--- src/hdl/bdmn_pkg.sv ---
// types and constants for the button debouncer and menu navigator
// no dependencies; imported by button_debounce_menu_navigator
package bdmn_pkg;

  localparam int NUM_BUTTONS = 3;

  // button lanes, lowest first
  localparam logic [1:0] BTN_UP     = 2'd0;
  localparam logic [1:0] BTN_DOWN   = 2'd1;
  localparam logic [1:0] BTN_SELECT = 2'd2;

  localparam int         MODE_COUNT = 7;
  localparam logic [2:0] MODE_LAST  = 3'(MODE_COUNT - 1);

  // modes that own a submenu counter
  localparam logic [2:0] MODE_OPTION    = 3'd0;
  localparam logic [2:0] MODE_TAB_THREE = 3'd3;
  localparam logic [2:0] MODE_TAB_FOUR  = 3'd4;

  localparam logic [1:0] TAB_LAST = 2'd2;

  localparam logic [7:0]             THRESHOLD_RESET = 8'd10;
  // up and down start with stable level high, select starts low
  localparam logic [NUM_BUTTONS-1:0] STABLE_RESET    = 3'b011;

  typedef struct packed {
    logic [1:0] tab_four;
    logic [1:0] tab_three;
    logic [1:0] option;
    logic       in_submenu;
    logic [2:0] mode;
  } nav_t;

  localparam nav_t NAV_RESET = '0;

endpackage

--- src/hdl/button_debounce_menu_navigator.sv ---
// button debouncer and two-level menu navigator, single module
// depends on bdmn_pkg
// path: an accepted input transaction passes the input register, then the result register,
//   to its result; throughput: one transaction per cycle while the output is taken
// an input register and a result register let one more item in while a result waits
// reset (rst, synchronous): counters cleared, stable levels up 1 / down 1 / select 0,
//   menu at home mode 0, threshold 10, both stages empty
module button_debounce_menu_navigator
  import bdmn_pkg::*;
(
  input  logic        clk,
  input  logic        rst,
  input  logic        s_axis_tvalid,
  output logic        s_axis_tready,
  input  logic [7:0]  s_axis_tdata,   // pin_up, pin_down, pin_select, zero pad
  output logic        m_axis_tvalid,
  input  logic        m_axis_tready,
  output logic [15:0] m_axis_tdata,   // mode[2:0], in_submenu, option[1:0], tab_three[1:0],
                                      // tab_four[1:0], fired[2:0], zero pad
  input  logic        cfg_valid,
  output logic        cfg_ready,
  input  logic [7:0]  cfg_data
);

  logic [7:0]             threshold;
  logic [7:0]             count      [NUM_BUTTONS];
  logic [7:0]             count_next [NUM_BUTTONS];
  logic [NUM_BUTTONS-1:0] stable;
  logic [NUM_BUTTONS-1:0] stable_next;
  logic [NUM_BUTTONS-1:0] fired_next;
  nav_t                   nav;
  nav_t                   nav_next;

  logic                   in_valid;
  logic [NUM_BUTTONS-1:0] in_pins;
  logic                   out_valid;
  nav_t                   out_nav;
  logic [NUM_BUTTONS-1:0] out_fired;

  logic advance;
  logic step;

  assign advance       = !out_valid || m_axis_tready;
  assign step          = advance && in_valid;
  assign s_axis_tready = !in_valid || advance;
  assign cfg_ready     = 1'b1;

  function automatic nav_t apply_event(input nav_t s, input logic [1:0] btn);
    nav_t r;
    logic fwd;
    r   = s;
    fwd = (btn == BTN_UP);
    if (!s.in_submenu) begin
      if (btn == BTN_UP) begin
        r.mode = (s.mode == MODE_LAST) ? 3'd0 : s.mode + 3'd1;
      end else if (btn == BTN_DOWN) begin
        r.mode = (s.mode == 3'd0) ? MODE_LAST : s.mode - 3'd1;
      end else begin
        r.in_submenu = 1'b1;
        r.option     = 2'd0;
      end
    end else if (btn == BTN_SELECT) begin
      r.in_submenu = 1'b0;
    end else if (s.mode == MODE_OPTION) begin
      r.option = fwd ? s.option + 2'd1 : s.option - 2'd1;
    end else if (s.mode == MODE_TAB_THREE) begin
      if (fwd) r.tab_three = (s.tab_three == TAB_LAST) ? 2'd0 : s.tab_three + 2'd1;
      else     r.tab_three = (s.tab_three == 2'd0) ? TAB_LAST : s.tab_three - 2'd1;
    end else if (s.mode == MODE_TAB_FOUR) begin
      if (fwd) r.tab_four = (s.tab_four == TAB_LAST) ? 2'd0 : s.tab_four + 2'd1;
      else     r.tab_four = (s.tab_four == 2'd0) ? TAB_LAST : s.tab_four - 2'd1;
    end
    return r;
  endfunction

  // per-button settle counters, independent lanes
  always_comb begin
    logic [7:0] inc;
    logic       level;
    for (int i = 0; i < NUM_BUTTONS; i++) begin
      level          = ~in_pins[i];
      inc            = count[i] + 8'd1;
      stable_next[i] = stable[i];
      fired_next[i]  = 1'b0;
      count_next[i]  = 8'd0;
      if (level != stable[i]) begin
        if (inc >= threshold) begin
          stable_next[i] = level;
          fired_next[i]  = ~level;
        end else begin
          count_next[i] = inc;
        end
      end
    end
  end

  // events in order up, down, select
  always_comb begin
    nav_t s;
    s = nav;
    if (fired_next[BTN_UP])     s = apply_event(s, BTN_UP);
    if (fired_next[BTN_DOWN])   s = apply_event(s, BTN_DOWN);
    if (fired_next[BTN_SELECT]) s = apply_event(s, BTN_SELECT);
    nav_next = s;
  end

  always_ff @(posedge clk) begin
    if (rst) begin
      threshold <= THRESHOLD_RESET;
      stable    <= STABLE_RESET;
      nav       <= NAV_RESET;
      in_valid  <= 1'b0;
      out_valid <= 1'b0;
      for (int i = 0; i < NUM_BUTTONS; i++) begin
        count[i] <= 8'd0;
      end
    end else begin
      if (cfg_valid) begin
        threshold <= cfg_data;
      end
      if (s_axis_tready) begin
        in_valid <= s_axis_tvalid;
      end
      if (advance) begin
        out_valid <= in_valid;
      end
      if (step) begin
        stable <= stable_next;
        nav    <= nav_next;
        for (int i = 0; i < NUM_BUTTONS; i++) begin
          count[i] <= count_next[i];
        end
      end
    end
  end

  always_ff @(posedge clk) begin
    if (s_axis_tready && s_axis_tvalid) begin
      in_pins <= s_axis_tdata[NUM_BUTTONS-1:0];
    end
    if (step) begin
      out_nav   <= nav_next;
      out_fired <= fired_next;
    end
  end

  assign m_axis_tvalid = out_valid;
  assign m_axis_tdata  = {3'b000, out_fired, out_nav.tab_four, out_nav.tab_three,
                          out_nav.option, out_nav.in_submenu, out_nav.mode};

  a_mode_range: assert property (@(posedge clk) disable iff (rst)
    nav.mode <= MODE_LAST)
    else $error("mode outside the mode count");

  a_tab_range: assert property (@(posedge clk) disable iff (rst)
    nav.tab_three != 2'd3 && nav.tab_four != 2'd3)
    else $error("tab counter outside its range");

  // an event is only reported for a button that just settled released
  a_fired_release: assert property (@(posedge clk) disable iff (rst)
    step |=> (out_fired & stable) == 3'b000)
    else $error("event fired for a button whose stable level is high");

endmodule
--- config.mk ---
export PLATFORM = sky130hd
export DESIGN_NAME = button_debounce_menu_navigator
export DESIGN_NICKNAME = d
export VERILOG_FILES = /design/src/hdl/bdmn_pkg.sv /design/src/hdl/button_debounce_menu_navigator.sv
export SDC_FILE = /design/constraint.sdc
export NUM_CORES = 1
export LEC_CHECK = 0
export ABC_AREA = 0
export BUFFER_PORTS_ARGS = -buffer_cell sky130_fd_sc_hd__buf_2
export CAP_MARGIN = 20
export CORE_AREA = 2 2 102 104
export CTS_CLUSTER_DIAMETER = 80
export DETAILED_ROUTE_END_ITERATION = 12
export DIE_AREA = 0 0 104 106
export PLACE_DENSITY = 0.58
export SLEW_MARGIN = 20
export SYNTH_ARGS = -nofsm -noshare
export SYNTH_HDL_FRONTEND = slang
export SYNTH_SLANG_ARGS = --single-unit
export TNS_END_PERCENT = 20
--- constraint.sdc ---
create_clock -name clk -period 4.63 [get_ports clk]
set_input_delay 0.926 -clock clk [delete_from_list [all_inputs] [get_ports clk]]
set_output_delay 0.926 -clock clk [all_outputs]
set_load 0.1 [all_outputs]
Yosys cells after proc, flatten, opt, wreduce, memory -nomap -nowiden
Memory sizes are Yosys's and may differ from the RTL's.
Index checks and enable logic that the tools add are counted.

cells by class
  add/sub/neg operators = 11
  magnitude comparators = 3
  eq/ne operators = 10
  mux-type cells = 46
  bitwise logic cells = 6
  reduce and logical (&&, ||, !) cells = 13

operators with widths
  cell                                                                   number
  8-bit two-way mux                                                      9
  2-bit two-way mux                                                      14
  8-bit by 1-bit adder with 8-bit output, second input constant          3
  8-bit greater-or-equal comparator                                      3
  4-bit two-way mux                                                      6
  10-bit two-way mux                                                     2
  1-bit two-way mux                                                      11
  3-bit equality test, second input constant                             3
  3-bit two-way mux                                                      3
  3-bit AND reduction                                                    3
  2-bit by 1-bit adder with 2-bit output, second input constant          3
  3-bit by 2-bit equality test with 1-bit output, second input constant  2
  3-bit zero test                                                        2
  6-bit two-way mux                                                      1
  2-bit by 1-bit subtractor with 2-bit output, second input constant     3
  2-bit equality test, second input constant                             2
  2-bit zero test                                                        2
  3-bit by 1-bit adder with 3-bit output, second input constant          1
  1-bit inequality test                                                  3
  1-bit NOT                                                              3
  1-bit bitwise OR                                                       3
  3-bit by 1-bit subtractor with 3-bit output, second input constant     1
  1-bit logical AND                                                      2
  1-bit zero test                                                        2
  1-bit logical OR                                                       2

word-level totals
  register bits = 39
  bits in writable memories = 24
  bits of input ports = 21
  output and inout port bits = 19
  memories = 1

memories
  name   depth  bits a word  rd ports  clocked after Yosys merged registers in  wr ports  line                                  text
  count  3      8            3         0                                        3         button_debounce_menu_navigator.sv:26  logic [7:0] count [NUM_BUTTONS];

Longest topological paths before layout
Gate-level depths: netlist of run 1.

  depth after elaboration = 16
  mapped depth = 16
  depth with buffers taken out = 15

Worst setup path after synthesis of run 1
OpenSTA, ideal clock, no wires.

  path type = register to register
  start = memory count[0][0]
  end = register nav[9] (netlist bit)
  setup time = 0.132 ns
  data arrival time = 3.214 ns
  data required time = 4.498 ns
  path slack = 1.284 ns
  cell stages (with the launch flop) = 16
  buffers on the path = 0
  cell sequence = edfxtp_1 ha_1 nand3_1 nor2_1 xor2_1 ha_1 nand4_1 a21oi_1 a31oi_4 or4b_1 and2_1 ha_1 a2111oi_0 a31oi_1 nand2_1 a21oi_1

RTL lines
  item                  line                                   text
  start, declared       button_debounce_menu_navigator.sv:26
  end signal, assigned  button_debounce_menu_navigator.sv:129  nav <= nav_next;
  end, declared         button_debounce_menu_navigator.sv:31   nav_t nav;

==> results of run 1 <==
kinds of logic (layout without fill, tap and decap cells):
| group | Yosys count | after routing | share of synthesized area |
|---|---|---|---|
| compound gates | 78 | 78 | 0.161 |
| xor+xnor | 24 | 24 | 0.0537 |
| simple gates | 155 | 155 | 0.196 |
| fa+ha+maj | 30 | 30 | 0.0958 |
| flops | 63 | 63 | 0.424 |
| mux | 9 | 9 | 0.0233 |
| other cells | 2 | 4 | 0.00192 |
| buf+inv | 37 | 68 | 0.0434 |
power groups by stage:
stage               clock [mW]  sequential [mW]  combinational [mW]
detailed placement           0            0.670               0.292
floorplan                    0            0.707               0.201
finish                   0.462            0.658               0.290
global route             0.495            0.662               0.319
global placement             0            0.669               0.287
CTS                      0.470            0.658               0.293
worst register-to-register path, stage by stage, from the launching register on:
cell	delay, ns
edfxtp_1	0.46
ha_1	0.26
nand3_1	0.13
nor2_1	0.07
xor2_1	0.16
ha_1	0.30
nand4_1	0.10
a21oi_1	0.29
a31oi_4	0.31
or4b_1	0.57
and2_1	0.17
ha_1	0.28
a2111oi_0	0.37
a31oi_1	0.11
nand2_1	0.09
a21oi_1	0.07
metal layers:
layer | GRT usage | vias up | share of wire
met5 | 0 | - | 0
met4 | 0.0666 | 0 | 0.019
met3 | 0.0331 | 13 | 0.035
met2 | 0.247 | 48 | 0.48
met1 | 0.191 | 1360 | 0.46
li1 | - | 1494 | -
metrics by stage:
step           instances  instance area (sq um)  utilization
6_report             567                   4350        0.435
5_1_grt              567                   4350        0.435
4_1_cts              567                   4350        0.435
3_5_place_dp         551                   4170        0.417
3_3_place_gp         551                   4170        0.417
2_1_floorplan        400                   3920            -
sequential cells by signal, summed over array words and instances (netlist names), 3 cells and up:
| name | cells |
|---|---|
| count | 24 |
| m_axis_tdata | 10 |
| out_fired | 3 |
| threshold | 8 |
| stable | 3 |
| in_pins | 3 |
| nav | 10 |
cells in the mapped netlist (2+ instances only):
library cell / n / area [sq um]
a2111oi_0: 3 / 26.3
a211o_1: 3 / 26.3
a211oi_1: 3 / 22.5
a21oi_1: 12 / 60.1
a31oi_1: 5 / 31.3
and2_1: 6 / 37.5
and3_1: 3 / 18.8
buf_4: 5 / 37.5
clkbuf_1: 11 / 41.3
conb_1: 2 / 7.51
dfxtp_1: 23 / 460
edfxtp_1: 40 / 1200
ha_1: 30 / 375
inv_1: 18 / 67.6
mux2i_1: 8 / 80.1
nand2_1: 40 / 150
nand2b_1: 4 / 25.0
nand3_1: 20 / 100
nand4_1: 2 / 12.5
nor2_1: 40 / 150
nor2b_1: 22 / 138
nor3_1: 5 / 25.0
nor3_2: 2 / 20.0
o2111ai_1: 2 / 17.5
o211ai_1: 6 / 45.0
o21a_1: 3 / 22.5
o21ai_0: 16 / 80.1
o311ai_0: 3 / 26.3
o31ai_1: 3 / 22.5
or3_1: 2 / 12.5
or4_1: 2 / 15.0
xnor2_1: 14 / 123
xor2_1: 10 / 87.6
cell usage in the layout (no fill, tap or decap), types with 5 or more instances in the layout:
master / instances
inv_1: 18
dfxtp_1: 23
a21oi_1: 12
nor2_1: 40
xnor2_1: 14
mux2i_1: 8
edfxtp_1: 40
ha_1: 30
nand3_1: 20
nor3_1: 5
a31oi_1: 5
o211ai_1: 6
nor2b_1: 22
clkbuf_8: 9
nand2_1: 40
buf_2: 30
o21ai_0: 16
and2_1: 6
xor2_1: 10
path summary, 6_finish.rpt:
| path | start | to | slack (ns) | cells past startpoint |
|---|---|---|---|---|
| max | count[0][0] | nav[9] | 0.77 | 15 |
| min | nav[7] | nav[7] | 0.48 | 2 |
| max reg2reg | count[0][0] | nav[9] | 0.77 | 15 |
| min reg2reg | nav[7] | nav[7] | 0.48 | 2 |
cell type report:
class                   count  area share
clock buffers              11      0.0302
clock inverters             5      0.0112
inverters                  20      0.0184
multi-input cells         300       0.481
flip-flops and latches     63       0.382
well taps                 136      0.0391
repair buffers             32      0.0380
==> qor.csv, run 1 <==
metric,value,unit
status,"finished, final reports clean",
vias,2915,
whs,0.479,ns
grt_start_max_net_pins,25,
antenna_cells,0,
ctsResizeCount,0,
clk_latency,0.36,ns
rows,37,
cp.required,4.86,ns
path_class,reg -> reg,
multi_input_comb_area,2090,sq um
critPathMaxStageDelay,0.56,ns
drt_iter0_drc,106,
antenna_found_initial,0,
wirelength,7.92,mm
nets,477,
drive_gt1_frac,0.144,
cp.arrival,4.09,ns
fillers,1015,
tightest_slew,0.843,ns
p_comb_frac,0.206,
cts_root_buf,clkbuf_8,
slowest_stage,or4b_1,
track_usage,0.151,
final_max_slew_viol_count,0,
p_leak,1.71,nW
async_flop_share,0,
cts_tree,built,
syn_area,3920,sq um
fmax,259,MHz
rsz0062_at_grt,no,
drtAntennaViolNets,0,
viasPerCell,5.14,
total_power,1.41,mW
ys_types,63,
gr-total-overflow,0,
area_growth,11.1,%
finalSetupViolations,0,
finalHoldViolCount,0,
crit_family,compound AO/OA/AOI/OAI gates,
dr.pass1.iters,4,
switching_share,0.314,
post_cts_buffers,0,
cts_buffers,9,
fp.dieH,106,um
p_per_area,324,nW/um^2
synthCells,398,
die_x,104,um
cts.htree.levels,3,
fin_crit,3.86,ns
p_switching,443,uW
dp_slack,0.813,ns
port_buffers,30,
synth_flop_cell,edfxtp_1,
cp-start-kind,flop,
numClockSinks,63,
hold_path.class,reg -> reg,
post-route-period-util,0.833,
crit_path_end_kind,flop,
clock_skew,0.00771,ns
clockBufferDepth,2,
grt_pass1_vias,2777,
post_drt_wl_per_cell,14.0,um
setup_slack,0.772,ns
p_clk_frac,0.327,
ys_ff_latch,63,
crit_path_max_fanout,19,
place_congestion,0.778,
design.core.area,10000,sq um
boundaryPins,40,
ir_drop,0.000182,V
fin_tns_setup,0,ns
post_synth.cell_area_avg,9.84,sq um
cts.clk_slew.worst_paths,0.07,ns
start_util,0.392,
max-cap-violations,0,
slew_headroom,0.438,
crit_top_cell,ha_1,
grt_pass1_wl,13.2,mm
cts_hold_buf,0,
regArea,1660,sq um
hpwl,5.78,mm
synth_edf_count,40,
crit_buf_inv,0,
path_cells,"ha_1, nand3_1, nor2_1, xor2_1, ha_1, nand4_1, a21oi_1, a31oi_4, or4b_1, and2_1, ha_1, a2111oi_0, a31oi_1, nand2_1, a21oi_1",
yosys_warnings,0,
die_area,11000,sq um
intPower,967,uW
seq_area_frac_synth,0.424,
pwr-share-seq,0.467,
drc,0,
Power figures use the tool's default switching activity.
==> run 2: changes to the inputs <==
Clock period 4.63 ns to 3.96 ns, I/O delays scaled along.
==> qor.csv, run 2 (same netlist as run 1, synthesis figures left out) <==
metric,value,unit
final_max_slew_viol_count,0,
clk_latency,0.36,ns
grt_pass1_wl,13.4,mm
hpwl,5.95,mm
intPower,1.32,mW
numClockSinks,63,
p_leak,1.74,nW
viasPerCell,5.20,
p_clk_frac,0.399,
vias,2951,
cts_tree,built,
drive_gt1_frac,0.148,
finalSetupViolations,0,
antenna_found_initial,0,
clock_skew,0.00688,ns
cts.htree.levels,3,
p_switching,527,uW
top_layer,met4,
grt_pass1_vias,2779,
track_usage,0.153,
drt_iter0_drc,136,
pwr-share-seq,0.415,
max-cap-violations,0,
status,"finished, final reports clean",
area_growth,13.3,%
post-route-period-util,0.915,
fillers,1027,
cp-start-kind,flop,
gr-total-overflow,0,
cts.clk_slew.worst_paths,0.07,ns
clockBufferDepth,2,
start_util,0.392,
antenna_cells,0,
cts_buffers,9,
drtAntennaViolNets,0,
fmax,276,MHz
boundaryPins,40,
rsz0062_at_grt,no,
fin_crit,3.62,ns
top_register,count,
fp.dieH,106,um
crit_path_max_fanout,6,
dr.pass1.iters,5,
path_class,reg -> reg,
largest_reg_flops,24,
place_congestion,0.831,
wirelength,7.94,mm
p_comb_frac,0.185,
cp.arrival,3.85,ns
ir_drop,0.000182,V
final_cells,568,
die_area,11000,sq um
crit_path_end_kind,flop,
wl_met2,3.88,mm
final_cell_mix,"40 x nor2_1, 40 x nand2_1, 40 x edfxtp_1, 30 x ha_1, 30 x buf_2",
nets,478,
wl_met3,278,um
drc,0,
rows,37,
cts_root_buf,clkbuf_8,
post_drt_wl_per_cell,14.0,um
finalHoldViolCount,0,
hold_path.class,reg -> reg,
slew_headroom,0.562,
tightest_slew,0.653,ns
wl_met1,3.66,mm
design.core.area,10000,sq um
port_buffers,30,
die_x,104,um
switching_share,0.285,
grt_start_max_net_pins,25,
cp.required,4.18,ns
fin_tns_setup,0,ns
dp.cells,552,
p_per_area,417,nW/um^2
[run 2: layout make-up]
cell class | count | area (sq um) | share of cell area
multi-input cells | 300 | 2090 | 0.472
clock buffers | 9 | 124 | 0.0279
inverters | 20 | 80.1 | 0.0180
flip-flops and latches | 63 | 1660 | 0.375
clock inverters | 7 | 135 | 0.0305
repair buffers | 33 | 173 | 0.0389
well taps | 136 | 170 | 0.0384
[run 2: critical path, stage by stage (launching register included)]
cell	delay, ns
edfxtp_1	0.43
ha_1	0.26
nand3_1	0.13
nor2_1	0.07
xor2_1	0.16
ha_1	0.30
nand4_1	0.11
a21oi_1	0.29
a31oi_4	0.17
or4b_1	0.50
and2_1	0.16
ha_1	0.28
a2111oi_1	0.34
a31oi_1	0.11
nand2_1	0.09
a21oi_1	0.08
[run 2: final timing paths]
check                                  from     end  slack (ns)  cells after the start
worst max register to register  count[0][0]  nav[9]        0.34                     15
worst min-delay path                 nav[7]  nav[7]        0.48                      2
worst max-delay path            count[0][0]  nav[9]        0.34                     15
worst min register to register       nav[7]  nav[7]        0.48                      2
[run 2: per-layer routing]
layer | track usage | vias up
met5 | 0 | -
met4 | 0.0579 | 0
met3 | 0.0386 | 10
met2 | 0.247 | 47
met1 | 0.197 | 1395
li1 | - | 1499
[run 2: per-stage QoR]
| step | hold slack, ns | worst slack (ns) | power, mW | area [sq um] | utilization |
|---|---|---|---|---|---|
| CTS | 0.480 | 0.292 | 1.87 | 4440 | 0.444 |
| detailed placement | 0.469 | 0.300 | 1.13 | 4180 | 0.418 |
| global placement | 0.461 | 0.424 | 1.12 | 4180 | 0.418 |
| floorplan | 0.446 | 0.614 | 1.06 | 3920 | - |
| finish | 0.477 | 0.337 | 1.85 | 4440 | 0.444 |
| global route | 0.517 | 0.00663 | 1.93 | 4440 | 0.444 |
[run 2: what timing repair did]
| item | in CTS | in global routing |
|---|---|---|
| hold buffers | 0 | 0 |
| gates resized for setup | 0 | 1 |
| setup buffers | 0 | 0 |
| endpoints found under the setup margin | 0 | 2 |
[run 2: power by group through the flow]
stage | combinational (mW) | sequential [mW] | clock [mW]
3_5_place_dp | 0.344 | 0.784 | 0
5_1_grt | 0.378 | 0.775 | 0.780
6_report | 0.343 | 0.769 | 0.739
2_1_floorplan | 0.235 | 0.827 | 0
3_3_place_gp | 0.338 | 0.782 | 0
4_1_cts | 0.346 | 0.770 | 0.752
